--- src/rtl/dnf_pkg.sv ---
// shared types and constants of the directional neighbor finder
// no dependencies; used by every rtl file of the block but dnf_checker
`default_nettype none

package dnf_pkg;

   localparam int IDX_W     = 4;
   localparam int NUM_DIRS  = 4;
   localparam int DIR_UP    = 0;
   localparam int DIR_DOWN  = 1;
   localparam int DIR_LEFT  = 2;
   localparam int DIR_RIGHT = 3;

   typedef struct packed {
      logic signed [15:0] x;
      logic signed [15:0] y;
      logic [14:0]        w;
      logic [14:0]        h;
   } rect_type;

   typedef struct packed {
      rect_type rect;
      logic     store;
      logic     last;
   } item_type;

   typedef struct packed {
      logic [IDX_W-1:0] elem_index;
      logic             has_up;
      logic [IDX_W-1:0] up_index;
      logic             has_down;
      logic [IDX_W-1:0] down_index;
      logic             has_left;
      logic [IDX_W-1:0] left_index;
      logic             has_right;
      logic [IDX_W-1:0] right_index;
      logic             run_end;
   } result_type;

   typedef enum logic [1:0] {
      BK_LOAD,
      BK_SCAN,
      BK_FLUSH,
      BK_EMIT
   } back_state_type;

endpackage

`default_nettype wire

--- src/rtl/dnf_front.sv ---
// front end: accepts requests and marks each as stored or dropped by capacity
// depends on dnf_pkg
`default_nettype none

module dnf_front #(
   parameter int MAX_RECTS = 16
) (
   input  wire logic               clock,
   input  wire logic               reset,
   input  wire logic               req_valid,
   output logic                    req_ready,
   input  wire dnf_pkg::rect_type  req_rect,
   input  wire logic               req_last,
   output logic                    push_valid,
   input  wire logic               push_ready,
   output dnf_pkg::item_type       push_item
);

   localparam int CW = $clog2(MAX_RECTS + 1);

   logic [CW-1:0] count_ff;
   logic [CW-1:0] count_in;
   logic          store;

   assign req_ready  = push_ready;
   assign push_valid = req_valid;
   assign store      = (count_ff < CW'(MAX_RECTS));

   always_comb begin
      push_item.rect  = req_rect;
      push_item.store = store;
      push_item.last  = req_last;
   end

   always_comb begin
      count_in = count_ff;
      if (req_valid && push_ready) begin
         if (req_last) begin
            count_in = '0;
         end else if (store) begin
            count_in = count_ff + CW'(1);
         end
      end
   end

   always_ff @(posedge clock) begin
      if (reset) begin
         count_ff <= '0;
      end else begin
         count_ff <= count_in;
      end
   end

endmodule

`default_nettype wire

--- src/rtl/dnf_queue.sv ---
// two-entry request queue between front end and back end
// depends on dnf_pkg
`default_nettype none

module dnf_queue (
   input  wire logic               clock,
   input  wire logic               reset,
   input  wire logic               push_valid,
   output logic                    push_ready,
   input  wire dnf_pkg::item_type  push_item,
   output logic                    pop_valid,
   input  wire logic               pop_ready,
   output dnf_pkg::item_type       pop_item
);

   dnf_pkg::item_type entry_ff [2];
   logic              head_ff;
   logic              head_in;
   logic [1:0]        cnt_ff;
   logic [1:0]        cnt_in;
   logic              do_push;
   logic              do_pop;
   logic              tail;

   assign push_ready = (cnt_ff != 2'd2);
   assign pop_valid  = (cnt_ff != 2'd0);
   assign pop_item   = entry_ff[head_ff];
   assign do_push    = push_valid && push_ready;
   assign do_pop     = pop_valid && pop_ready;
   assign tail       = head_ff ^ cnt_ff[0];

   always_comb begin
      head_in = do_pop ? ~head_ff : head_ff;
      cnt_in  = cnt_ff;
      if (do_push && !do_pop) begin
         cnt_in = cnt_ff + 2'd1;
      end else if (!do_push && do_pop) begin
         cnt_in = cnt_ff - 2'd1;
      end
   end

   always_ff @(posedge clock) begin
      if (reset) begin
         head_ff <= 1'b0;
         cnt_ff  <= 2'd0;
      end else begin
         head_ff <= head_in;
         cnt_ff  <= cnt_in;
      end
   end

   always_ff @(posedge clock) begin
      if (do_push) begin
         entry_ff[tail] <= push_item;
      end
   end

endmodule

`default_nettype wire

--- src/rtl/dnf_back.sv ---
// back end: rectangle store, per-row candidate scan and result register
// depends on dnf_pkg
`default_nettype none

module dnf_back #(
   parameter int MAX_RECTS = 16
) (
   input  wire logic               clock,
   input  wire logic               reset,
   input  wire logic               pop_valid,
   output logic                    pop_ready,
   input  wire dnf_pkg::item_type  pop_item,
   output logic                    rsp_valid,
   input  wire logic               rsp_ready,
   output dnf_pkg::result_type     rsp_result
);

   localparam int IW = (MAX_RECTS > 1) ? $clog2(MAX_RECTS) : 1;
   localparam int CW = $clog2(MAX_RECTS + 1);

   dnf_pkg::rect_type       mem [MAX_RECTS];
   dnf_pkg::rect_type       rd_r_ff;
   dnf_pkg::rect_type       rd_c_ff;

   dnf_pkg::back_state_type state_ff;
   dnf_pkg::back_state_type state_in;

   logic [CW-1:0] wr_ff;
   logic [CW-1:0] wr_in;
   logic [CW-1:0] n_ff;
   logic [CW-1:0] n_in;
   logic [IW-1:0] r_ff;
   logic [IW-1:0] r_in;
   logic [IW-1:0] c_ff;
   logic [IW-1:0] c_in;
   logic          p_vld_ff;
   logic          p_vld_in;
   logic [IW-1:0] p_c_ff;
   logic [IW-1:0] p_c_in;

   logic          have_ff [dnf_pkg::NUM_DIRS];
   logic          have_in [dnf_pkg::NUM_DIRS];
   logic [IW-1:0] idx_ff  [dnf_pkg::NUM_DIRS];
   logic [IW-1:0] idx_in  [dnf_pkg::NUM_DIRS];
   logic          fb_ff   [dnf_pkg::NUM_DIRS];
   logic          fb_in   [dnf_pkg::NUM_DIRS];
   logic [15:0]   bdx_ff  [dnf_pkg::NUM_DIRS];
   logic [15:0]   bdx_in  [dnf_pkg::NUM_DIRS];
   logic [15:0]   bdy_ff  [dnf_pkg::NUM_DIRS];
   logic [15:0]   bdy_in  [dnf_pkg::NUM_DIRS];

   logic                rsp_valid_ff;
   logic                rsp_valid_in;
   dnf_pkg::result_type rsp_result_ff;
   dnf_pkg::result_type rsp_result_in;

   logic          pop_go;
   logic          issue;
   logic          emit_go;
   logic          wr_en;
   logic [CW-1:0] n_m1;
   logic          c_is_last;
   logic          r_is_last;

   logic signed [16:0] xr0, xr1, yr0, yr1, xc0, xc1, yc0, yc1;
   logic signed [16:0] dx, dy;
   logic [16:0]        dx_mag, dy_mag;
   logic [15:0]        cdx, cdy;
   logic               fch, fcv, not_self;
   logic               elig   [dnf_pkg::NUM_DIRS];
   logic               fc     [dnf_pkg::NUM_DIRS];
   logic               closer [dnf_pkg::NUM_DIRS];
   logic               take   [dnf_pkg::NUM_DIRS];

   logic [IW+dnf_pkg::IDX_W-1:0] idx_ext [dnf_pkg::NUM_DIRS];
   logic [IW+dnf_pkg::IDX_W-1:0] elem_ext;

   assign rsp_valid  = rsp_valid_ff;
   assign rsp_result = rsp_result_ff;

   assign n_m1      = n_ff - CW'(1);
   assign c_is_last = (CW'(c_ff) == n_m1);
   assign r_is_last = (CW'(r_ff) == n_m1);

   // control outputs
   always_comb begin
      pop_ready = (state_ff == dnf_pkg::BK_LOAD);
      issue     = (state_ff == dnf_pkg::BK_SCAN);
      emit_go   = (state_ff == dnf_pkg::BK_EMIT) && (!rsp_valid_ff || rsp_ready);
      pop_go    = pop_ready && pop_valid;
      wr_en     = pop_go && pop_item.store;
   end

   // next state
   always_comb begin
      state_in = state_ff;
      case (state_ff)
         dnf_pkg::BK_LOAD: begin
            if (pop_valid && pop_item.last) begin
               state_in = dnf_pkg::BK_SCAN;
            end
         end
         dnf_pkg::BK_SCAN: begin
            if (c_is_last) begin
               state_in = dnf_pkg::BK_FLUSH;
            end
         end
         dnf_pkg::BK_FLUSH: begin
            state_in = dnf_pkg::BK_EMIT;
         end
         dnf_pkg::BK_EMIT: begin
            if (emit_go) begin
               state_in = r_is_last ? dnf_pkg::BK_LOAD : dnf_pkg::BK_SCAN;
            end
         end
         default: begin
            state_in = dnf_pkg::BK_LOAD;
         end
      endcase
   end

   // counters
   always_comb begin
      wr_in    = wr_ff;
      n_in     = n_ff;
      r_in     = r_ff;
      c_in     = c_ff;
      p_vld_in = issue;
      p_c_in   = c_ff;
      if (pop_go) begin
         if (pop_item.last) begin
            wr_in = '0;
            n_in  = pop_item.store ? (wr_ff + CW'(1)) : wr_ff;
            r_in  = '0;
            c_in  = '0;
         end else if (pop_item.store) begin
            wr_in = wr_ff + CW'(1);
         end
      end
      if (issue) begin
         c_in = c_ff + IW'(1);
      end
      if (emit_go) begin
         c_in = '0;
         if (!r_is_last) begin
            r_in = r_ff + IW'(1);
         end
      end
   end

   // candidate geometry against the current row
   always_comb begin
      xr0 = {rd_r_ff.x[15], rd_r_ff.x};
      yr0 = {rd_r_ff.y[15], rd_r_ff.y};
      xr1 = xr0 + {2'b00, rd_r_ff.w};
      yr1 = yr0 + {2'b00, rd_r_ff.h};
      xc0 = {rd_c_ff.x[15], rd_c_ff.x};
      yc0 = {rd_c_ff.y[15], rd_c_ff.y};
      xc1 = xc0 + {2'b00, rd_c_ff.w};
      yc1 = yc0 + {2'b00, rd_c_ff.h};

      fch = ((xr0 >= xc0) && (xr0 <= xc1)) || ((xr1 >= xc0) && (xr1 <= xc1));
      fcv = ((yr0 >= yc0) && (yr0 <= yc1)) || ((yr1 >= yc0) && (yr1 <= yc1));

      dx     = xr0 - xc0;
      dy     = yr0 - yc0;
      dx_mag = dx[16] ? 17'(-dx) : 17'(dx);
      dy_mag = dy[16] ? 17'(-dy) : 17'(dy);
      cdx    = dx_mag[15:0];
      cdy    = dy_mag[15:0];

      not_self = (p_c_ff != r_ff);

      elig[dnf_pkg::DIR_UP]    = not_self && (yc1 <= yr0);
      elig[dnf_pkg::DIR_DOWN]  = not_self && (yc0 >= yr1);
      elig[dnf_pkg::DIR_LEFT]  = not_self && (xc1 <= xr0);
      elig[dnf_pkg::DIR_RIGHT] = not_self && (xc0 >= xr1);
   end

   // best-so-far update, one direction per lane
   always_comb begin
      for (int d = 0; d < dnf_pkg::NUM_DIRS; d++) begin
         if ((d == dnf_pkg::DIR_UP) || (d == dnf_pkg::DIR_DOWN)) begin
            fc[d]     = fch;
            closer[d] = (bdx_ff[d] > cdx) || ((bdx_ff[d] == cdx) && (bdy_ff[d] > cdy));
         end else begin
            fc[d]     = fcv;
            closer[d] = (bdy_ff[d] > cdy) || ((bdy_ff[d] == cdy) && (bdx_ff[d] > cdx));
         end
         take[d] = p_vld_ff && elig[d] &&
                   (!have_ff[d] || ((fb_ff[d] == fc[d]) ? closer[d] : fc[d]));

         have_in[d] = have_ff[d];
         idx_in[d]  = idx_ff[d];
         fb_in[d]   = fb_ff[d];
         bdx_in[d]  = bdx_ff[d];
         bdy_in[d]  = bdy_ff[d];
         if (take[d]) begin
            have_in[d] = 1'b1;
            idx_in[d]  = p_c_ff;
            fb_in[d]   = fc[d];
            bdx_in[d]  = cdx;
            bdy_in[d]  = cdy;
         end
         if (emit_go) begin
            have_in[d] = 1'b0;
         end
         idx_ext[d] = {{dnf_pkg::IDX_W{1'b0}}, idx_ff[d]};
      end
   end

   // result register
   always_comb begin
      elem_ext                  = {{dnf_pkg::IDX_W{1'b0}}, r_ff};
      rsp_result_in             = rsp_result_ff;
      rsp_valid_in              = rsp_valid_ff && !rsp_ready;
      if (emit_go) begin
         rsp_valid_in              = 1'b1;
         rsp_result_in.elem_index  = elem_ext[dnf_pkg::IDX_W-1:0];
         rsp_result_in.has_up      = have_ff[dnf_pkg::DIR_UP];
         rsp_result_in.up_index    = have_ff[dnf_pkg::DIR_UP] ?
                                     idx_ext[dnf_pkg::DIR_UP][dnf_pkg::IDX_W-1:0] : '0;
         rsp_result_in.has_down    = have_ff[dnf_pkg::DIR_DOWN];
         rsp_result_in.down_index  = have_ff[dnf_pkg::DIR_DOWN] ?
                                     idx_ext[dnf_pkg::DIR_DOWN][dnf_pkg::IDX_W-1:0] : '0;
         rsp_result_in.has_left    = have_ff[dnf_pkg::DIR_LEFT];
         rsp_result_in.left_index  = have_ff[dnf_pkg::DIR_LEFT] ?
                                     idx_ext[dnf_pkg::DIR_LEFT][dnf_pkg::IDX_W-1:0] : '0;
         rsp_result_in.has_right   = have_ff[dnf_pkg::DIR_RIGHT];
         rsp_result_in.right_index = have_ff[dnf_pkg::DIR_RIGHT] ?
                                     idx_ext[dnf_pkg::DIR_RIGHT][dnf_pkg::IDX_W-1:0] : '0;
         rsp_result_in.run_end     = r_is_last;
      end
   end

   always_ff @(posedge clock) begin
      if (reset) begin
         state_ff     <= dnf_pkg::BK_LOAD;
         wr_ff        <= '0;
         n_ff         <= '0;
         r_ff         <= '0;
         c_ff         <= '0;
         p_vld_ff     <= 1'b0;
         rsp_valid_ff <= 1'b0;
         for (int d = 0; d < dnf_pkg::NUM_DIRS; d++) begin
            have_ff[d] <= 1'b0;
         end
      end else begin
         state_ff     <= state_in;
         wr_ff        <= wr_in;
         n_ff         <= n_in;
         r_ff         <= r_in;
         c_ff         <= c_in;
         p_vld_ff     <= p_vld_in;
         rsp_valid_ff <= rsp_valid_in;
         for (int d = 0; d < dnf_pkg::NUM_DIRS; d++) begin
            have_ff[d] <= have_in[d];
         end
      end
   end

   always_ff @(posedge clock) begin
      p_c_ff        <= p_c_in;
      rsp_result_ff <= rsp_result_in;
      for (int d = 0; d < dnf_pkg::NUM_DIRS; d++) begin
         idx_ff[d] <= idx_in[d];
         fb_ff[d]  <= fb_in[d];
         bdx_ff[d] <= bdx_in[d];
         bdy_ff[d] <= bdy_in[d];
      end
   end

   // rectangle store: one write port, two registered read ports
   always_ff @(posedge clock) begin
      if (wr_en) begin
         mem[wr_ff[IW-1:0]] <= pop_item.rect;
      end
      rd_r_ff <= mem[r_ff];
      rd_c_ff <= mem[c_ff];
   end

endmodule

`default_nettype wire

--- src/rtl/directional_neighbor_finder_unit.sv ---
// top level of the directional neighbor finder
// depends on dnf_pkg, dnf_front, dnf_queue, dnf_back
//
// Requests load up to MAX_RECTS rectangles in order, one per cycle while the
// two-entry request queue has room; extra rectangles are dropped. The request
// with is_last set closes the set: for each of the n stored rectangles one
// response is produced, in load order, naming the nearest rectangle wholly
// above, below, left and right of it. Each response is built by a candidate
// scan, one candidate a cycle through the two read ports of the rectangle
// store, then one pipeline flush and one transfer into the response register,
// which waits while an earlier response there is not yet accepted.
// New requests queue up behind the set being scanned and are taken once all
// of its responses have moved into the response register.
`default_nettype none

module directional_neighbor_finder_unit #(
   parameter int MAX_RECTS = 16
) (
   input  wire logic               clock,
   input  wire logic               reset,
   input  wire logic               req_valid,
   output logic                    req_ready,
   input  wire logic signed [15:0] req_rect_x,
   input  wire logic signed [15:0] req_rect_y,
   input  wire logic [14:0]        req_rect_w,
   input  wire logic [14:0]        req_rect_h,
   input  wire logic               req_is_last,
   output logic                    rsp_valid,
   input  wire logic               rsp_ready,
   output logic [3:0]              rsp_elem_index,
   output logic                    rsp_has_up,
   output logic [3:0]              rsp_up_index,
   output logic                    rsp_has_down,
   output logic [3:0]              rsp_down_index,
   output logic                    rsp_has_left,
   output logic [3:0]              rsp_left_index,
   output logic                    rsp_has_right,
   output logic [3:0]              rsp_right_index,
   output logic                    rsp_run_end
);

   dnf_pkg::rect_type   req_rect;
   dnf_pkg::item_type   push_item;
   dnf_pkg::item_type   pop_item;
   dnf_pkg::result_type result;
   logic                push_valid;
   logic                push_ready;
   logic                pop_valid;
   logic                pop_ready;

   always_comb begin
      req_rect.x = req_rect_x;
      req_rect.y = req_rect_y;
      req_rect.w = req_rect_w;
      req_rect.h = req_rect_h;
   end

   dnf_front #(
      .MAX_RECTS (MAX_RECTS)
   ) u_front (
      .clock      (clock),
      .reset      (reset),
      .req_valid  (req_valid),
      .req_ready  (req_ready),
      .req_rect   (req_rect),
      .req_last   (req_is_last),
      .push_valid (push_valid),
      .push_ready (push_ready),
      .push_item  (push_item)
   );

   dnf_queue u_queue (
      .clock      (clock),
      .reset      (reset),
      .push_valid (push_valid),
      .push_ready (push_ready),
      .push_item  (push_item),
      .pop_valid  (pop_valid),
      .pop_ready  (pop_ready),
      .pop_item   (pop_item)
   );

   dnf_back #(
      .MAX_RECTS (MAX_RECTS)
   ) u_back (
      .clock      (clock),
      .reset      (reset),
      .pop_valid  (pop_valid),
      .pop_ready  (pop_ready),
      .pop_item   (pop_item),
      .rsp_valid  (rsp_valid),
      .rsp_ready  (rsp_ready),
      .rsp_result (result)
   );

   assign rsp_elem_index  = result.elem_index;
   assign rsp_has_up      = result.has_up;
   assign rsp_up_index    = result.up_index;
   assign rsp_has_down    = result.has_down;
   assign rsp_down_index  = result.down_index;
   assign rsp_has_left    = result.has_left;
   assign rsp_left_index  = result.left_index;
   assign rsp_has_right   = result.has_right;
   assign rsp_right_index = result.right_index;
   assign rsp_run_end     = result.run_end;

endmodule

`default_nettype wire

--- config.mk ---
export PLATFORM = sky130hd
export DESIGN_NAME = directional_neighbor_finder_unit
export DESIGN_NICKNAME = d
export VERILOG_FILES = /design/src/rtl/dnf_pkg.sv /design/src/rtl/dnf_front.sv /design/src/rtl/dnf_queue.sv /design/src/rtl/dnf_back.sv /design/src/rtl/directional_neighbor_finder_unit.sv
export SDC_FILE = /design/constraint.sdc
export NUM_CORES = 2
export LEC_CHECK = 0
export BUFFER_PORTS_ARGS = -buffer_cell sky130_fd_sc_hd__buf_2
export CORE_UTILIZATION = 55
export CTS_CLUSTER_DIAMETER = 30
export DETAILED_ROUTE_END_ITERATION = 10
export PLACE_DENSITY_LB_ADDON = 0.25
export SETUP_SLACK_MARGIN = 0.02
export SLEW_MARGIN = 10
export SYNTH_ARGS = -nofsm -noshare
export SYNTH_HDL_FRONTEND = slang
export SYNTH_SLANG_ARGS = --single-unit
--- constraint.sdc ---
create_clock -name clock -period 8.6 [get_ports clock]
set_input_delay 0.86 -clock clock [delete_from_list [all_inputs] [get_ports clock]]
set_output_delay 0.86 -clock clock [all_outputs]
set_load 0.1 [all_outputs]
# --- Yosys cells after proc, flatten, opt, wreduce, memory -nomap -nowiden ---
# Memory sizes are Yosys's and may differ from the RTL's. A register that Yosys moved wholly into a read port is not among the register bits.
# Index checks and enable logic that the tools add are counted.
totals:
  regBits: 59
  latch_bits: 0
  mem_bits_rw: 1272
  romBits: 0
  in_bits: 67
  output_inout_bits: 27
  elab_cells: 208
  mem_count: 7
mem_list:
  columns: ["name", "depth", "width", "rd", "rd_ports_with_merged_regs", "wr", "line_no", "source"]
  rows:
  - ["u_back.mem", 16, 62, 2, 2, 1, "dnf_back.sv:21", "dnf_pkg::rect_type mem [MAX_RECTS];"]
  - ["u_queue.entry_ff", 2, 64, 1, 1, 1, "dnf_queue.sv:16", "dnf_pkg::item_type entry_ff [2];"]
  - ["u_back.bdx_ff", 4, 16, 4, 0, 4, "dnf_back.sv:47", "logic [15:0] bdx_ff [dnf_pkg::NUM_DIRS];"]
  - ["u_back.bdy_ff", 4, 16, 4, 0, 4, "dnf_back.sv:49", "logic [15:0] bdy_ff [dnf_pkg::NUM_DIRS];"]
  - ["u_back.idx_ff", 4, 4, 4, 0, 4, "dnf_back.sv:43", "logic [IW-1:0] idx_ff [dnf_pkg::NUM_DIRS];"]
  - ["u_back.fb_ff", 4, 1, 4, 0, 4, "dnf_back.sv:45", "logic fb_ff [dnf_pkg::NUM_DIRS];"]
  - ["1 more memories", null, null, null, null, null, null, null]
classes:
  addsub: 15
  n_mul: 0
  div: 0
  order_cmp: 21
  eq_ne: 18
  n_shift: 0
  n_mux: 62
  bitwise_logic: 6
  n_reduce_logical: 58
ops:
  columns: ["op", "count"]
  rows:
  - ["16-bit 2-to-1 mux", 10]
  - ["16-bit > comparator", 8]
  - ["16-bit by 16-bit adder with 17-bit output", 4]
  - ["16-bit equality test", 4]
  - ["4-bit 2-to-1 mux", 11]
  - ["16-bit by 17-bit greater-or-equal comparator with 1-bit output", 2]
  - ["17-bit by 16-bit greater-or-equal comparator with 1-bit output", 2]
  - ["16-bit by 17-bit less-or-equal comparator with 1-bit output", 2]
  - ["17-bit by 16-bit less-or-equal comparator with 1-bit output", 2]
  - ["17-bit less-or-equal comparator", 2]
  - ["16-bit by 16-bit subtractor with 17-bit output", 2]
  - ["16-bit greater-or-equal comparator", 2]
  - ["16-bit negator", 2]
  - ["1-bit 2-to-1 mux", 31]
  - ["1-bit logical AND", 28]
  - ["5-bit 2-to-1 mux", 4]
  - ["1-bit logical OR", 11]
  - ["5-bit by 1-bit adder with 5-bit output (second input constant)", 2]
  - ["4-bit by 5-bit equality test with 1-bit output", 2]
  - ["2-bit 2-to-1 mux", 5]
  - ["2-bit nonzero test", 5]
  - ["4-bit by 1-bit adder with 4-bit output (second input constant)", 2]
  - ["1-bit zero test", 8]
  - ["2-bit one-hot mux with 4 select lines", 1]
  - ["other kinds (17)", 28]

# --- Depth between registers and ports, before layout ---
logic_depth:
  word_depth: 12
  mapped_depth: 27
  mapped_depth_nobuf: 27

# --- Cells and area by module ---
# A second synthesis with hierarchy kept.
unflattened:
  hier_cells: 4157
  hier_area_um2: 71075.7
modules_own_cells:
  columns: ["mod", "n_inst", "cells_per_inst", "area_each_um2"]
  rows:
  - ["dnf_back", 1, 3840, 65510.3]
  - ["dnf_queue", 1, 224, 4829.6]
  - ["dnf_front", 1, 93, 735.7]

# --- Worst setup path after synthesis ---
# No wires, ideal clock.
synth_path:
  path_type: "register -> register"
  startpoint: "register, netlist name u_back.rd_r_ff[0]"
  endpoint: "memory u_back.bdx_ff[2][0] (enable)"
  setup_time_ps: 441
  arrival_ps: 6651
  setup_slack_ps: 1508
  path_stages_with_launch: 26
  synth_period_minus_slack_ps: 7092
  cell_sequence: "dfxtp_1 > ha_1 > fa_1 > a21o_1 > a21oi_1 > o21bai_1 > a21oi_1 > o21bai_1 > a21oi_1 > o21bai_1 > a21oi_1 > o21bai_1 > a21oi_1 > nor2b_1 > o21a_1 > o21a_1 > or3b_2 > ha_1 > nand3_1 > nor2_1 > nand2_1 > or4_1 > nand2b_1 > a22oi_1 > maj3_1 > a21boi_1"
synth_lines:
  columns: ["element", "line_no"]
  rows:
  - ["end, declared", "dnf_back.sv:47"]

==> flow_metrics.tcl <==
set metrics [dict create \
    status "completed" \
    drc 0 \
    critPathSlowestCell "nor4b_1" \
    rr_worst_depth 21 \
    max_freq_ghz 0.143 \
    synth_edf_count 1293 \
    initial_core_util_pct 55.7 \
    yosys-top-cells-area "edfxtp_1, mux4_2, ha_1" \
    critical_path_class "reg2reg" \
    synth.cell_area_um2 69200 \
    yosys_register_bits 1456 \
    reg2reg_slack_ps 1610 \
    dp_hpwl_um 105000 \
    fin_nets 4573 \
    port_buffers 93 \
    grt_pass1_wl_um 269000 \
    core_area_um2 124000 \
    wl_per_cell_um 30.0 \
    clk_latency_ps 900 \
    startpoint_type "flop" \
    synth_top_area_cell "edfxtp_1" \
    grt.overflow.total 0 \
    cp_data_required_time_ps 9170 \
    worst-slew-pin-transition_ps 1100 \
    worstSetupEndpointType "flop" \
    ios 94 \
    syn_nets 4293 \
    die_w_um 357 \
    min_path_cells 1 \
    gp_congestion 0.912 \
    syn-mean-instance-area_um2 17.7 \
    clockBufferDepth 4 \
    synth-main-ff-cell "edfxtp_1" \
    arrival_ps 7550 \
    async_flop_share_pct 0 \
    tns_ps 0 \
    wl_um 182000 \
    num_rows 129 \
    vias 40000 \
    antenna_found_initial 17 \
    grt_pass1_vias 40900 \
    ctsRootBufferMaster "clkbuf_16" \
    grt_use_total_pct 29.2 \
    hold_path_class "in2reg" \
    period_share_pct 81.2 \
    hp-start "req_rect_x[0]" \
    vias_per_cell 6.59 \
    rr_startpoint "u_back.rd_c_ff[51]$_DFF_P_" \
    worstPathCellList "inv_1 > ha_1 > o211a_1 > a21boi_1 > o211ai_1 > a22oi_1 > nor4b_1 > nand2_1 > nor3_1 > a31oi_1 > xnor2_1 > xnor2_1 > inv_1 > ha_1 > nand4_1 > a31o_2 > a31oi_1 > o21ai_1 > maj3_1 > a21boi_4 > buf_4" \
    layout-drive-gt1-share_pct 31.1 \
    max_stage_delay_ps 720 \
    numCtsBuffers 303 \
    rsz0062_at_grt "false" \
    netlist.area_leader.share_pct 56.1 \
    drt_iter0_drc 4377 \
    yosysWarnings 0 \
    cts.reportedPaths.clkPinSlew_ps 50 \
    r2r-end "u_back.bdy_ff[3][15]$_DFFE_PP_" \
    maxCapViolCount 0 \
    min_to "u_queue.entry_ff[1][48]$_DFFE_PP_" \
    ant_nets 0 \
    synth_common_cells "edfxtp_1, mux4_2, ha_1" \
    cts_tree "done" \
    min_period_ps 6990 \
    die-area_um2 127000 \
    slew_viol_final 0 \
    hold_violations 0 \
    grt_max_degree 122 \
    fin_skew_ps 51.7 \
    first_pass_iters 7 \
    cp_max_fo 24 \
    syn_inst 3914 \
    slew_headroom_pct 26.6 \
    setup_viol 0 \
    cts_setup_buffers 0 \
    fp.dieH_um 357 \
    ctsHoldBuffers 0 \
    cts_max_level 5 \
    ys_seq_area_share_pct 60.8 \
    cts_resized 0 \
    cts_sinks 1456 \
    synth_cell_types 97 \
    yosysMostFrequentCell "edfxtp_1" \
    syn_to_final_growth_pct 18.2 \
]
-- layer usage --
metal,track usage [%],wire length [µm],share of wire [%]
met3,6.42,17000,9.3
met5,0,27,0.015
met1,40.3,71600,39
met2,46.7,88500,49
met4,9.05,4980,2.7
-- worst max-delay path: cells and delay by family (launching register included) --
family,cells,cell delay [ps]
simple gates,4,1240
xor+xnor,2,620
fa+ha+maj,3,1350
buf+inv,3,670
compound gates,9,2390
flops,1,380
-- cell families after synthesis --
logic type               Yosys count  synth area share, %
buffers and inverters            343                 1.88
XOR/XNOR                         145                 1.85
AO/OA/AOI/OAI                    469                 4.60
AND/OR/NAND/NOR                  478                 3.55
adder cells (fa/ha/maj)          332                 6.00
flip-flops                      1456                 60.8
multiplexers                     691                 21.3
-- placed cells by master (no fill, tap or decap), drive strengths merged, types with 11 or more instances in the layout --
master and n:
a211oi 15, a21boi 11, a21o 63, a21oi 130
a31oi 18, and2 25, buf 154, bufinv 35
clkbuf 359, clkinv 79, clkinvlp 24, dfxtp 163
edfxtp 1293, ha 306, inv 196, maj3 20
mux2 64, mux4 620, nand2 80, nand2b 29
nand3 32, nand4 48, nor2 138, nor2b 31
nor3 28, o21a 29, o21ai 80, o21bai 28
xnor2 99, xor2 46
-- flip-flops by register name (all words and copies together) (netlist names), 16 cells and up, named ones only --
signal,count
u_back.mem,992
u_queue.entry_ff,128
u_back.bdx_ff,64
u_back.bdy_ff,64
u_back.rd_c_ff,62
u_back.rd_r_ff,62
u_back.rsp_result,25
u_back.idx_ff,16
-- how the worst max path moves through the flow --
stage,from,to,slack (ps)
floorplan,u_back.rd_r_ff[0]$_DFF_P_,u_back.bdx_ff[2][0]$_DFFE_PP_,1510
global placement,u_back.rd_r_ff[30]$_DFF_P_,u_back.bdx_ff[3][0]$_DFFE_PP_,1740
detailed placement,u_back.rd_r_ff[30]$_DFF_P_,u_back.bdy_ff[3][11]$_DFFE_PP_,1730
CTS,u_back.rd_r_ff[0]$_DFF_P_,u_back.bdy_ff[3][15]$_DFFE_PP_,1680
global route,u_back.rd_r_ff[46]$_DFF_P_,u_back.bdx_ff[3][3]$_DFFE_PP_,1090
finish,u_back.rd_c_ff[51]$_DFF_P_,u_back.bdy_ff[3][15]$_DFFE_PP_,1610
-- cell type report --
type	count	area, µm²
diodes	5	12.5
clock buffers	359	8080
clock inverters	170	1950
fillers	8098	42400
inverters	164	616
multi-input cells	2115	26000
flip-flops and latches	1456	42100
well taps	1637	2050
repair buffers	154	1010
-- metrics by stage --
step	hold WS [ps]	area, µm²	worst slack, ps	util (%)	cells
finish	149	81800	1610	65.9	6060
global route	117	81800	1090	65.9	6059
CTS	96.2	81800	1680	65.8	6055
detailed placement	490	71800	1730	57.8	5526
global placement	477	71800	1740	57.8	5526
floorplan	329	69200	1510	-	3914
Power is not shown: default switching activity piles up to over one toggle a cycle in this logic, so the estimate is an artifact.
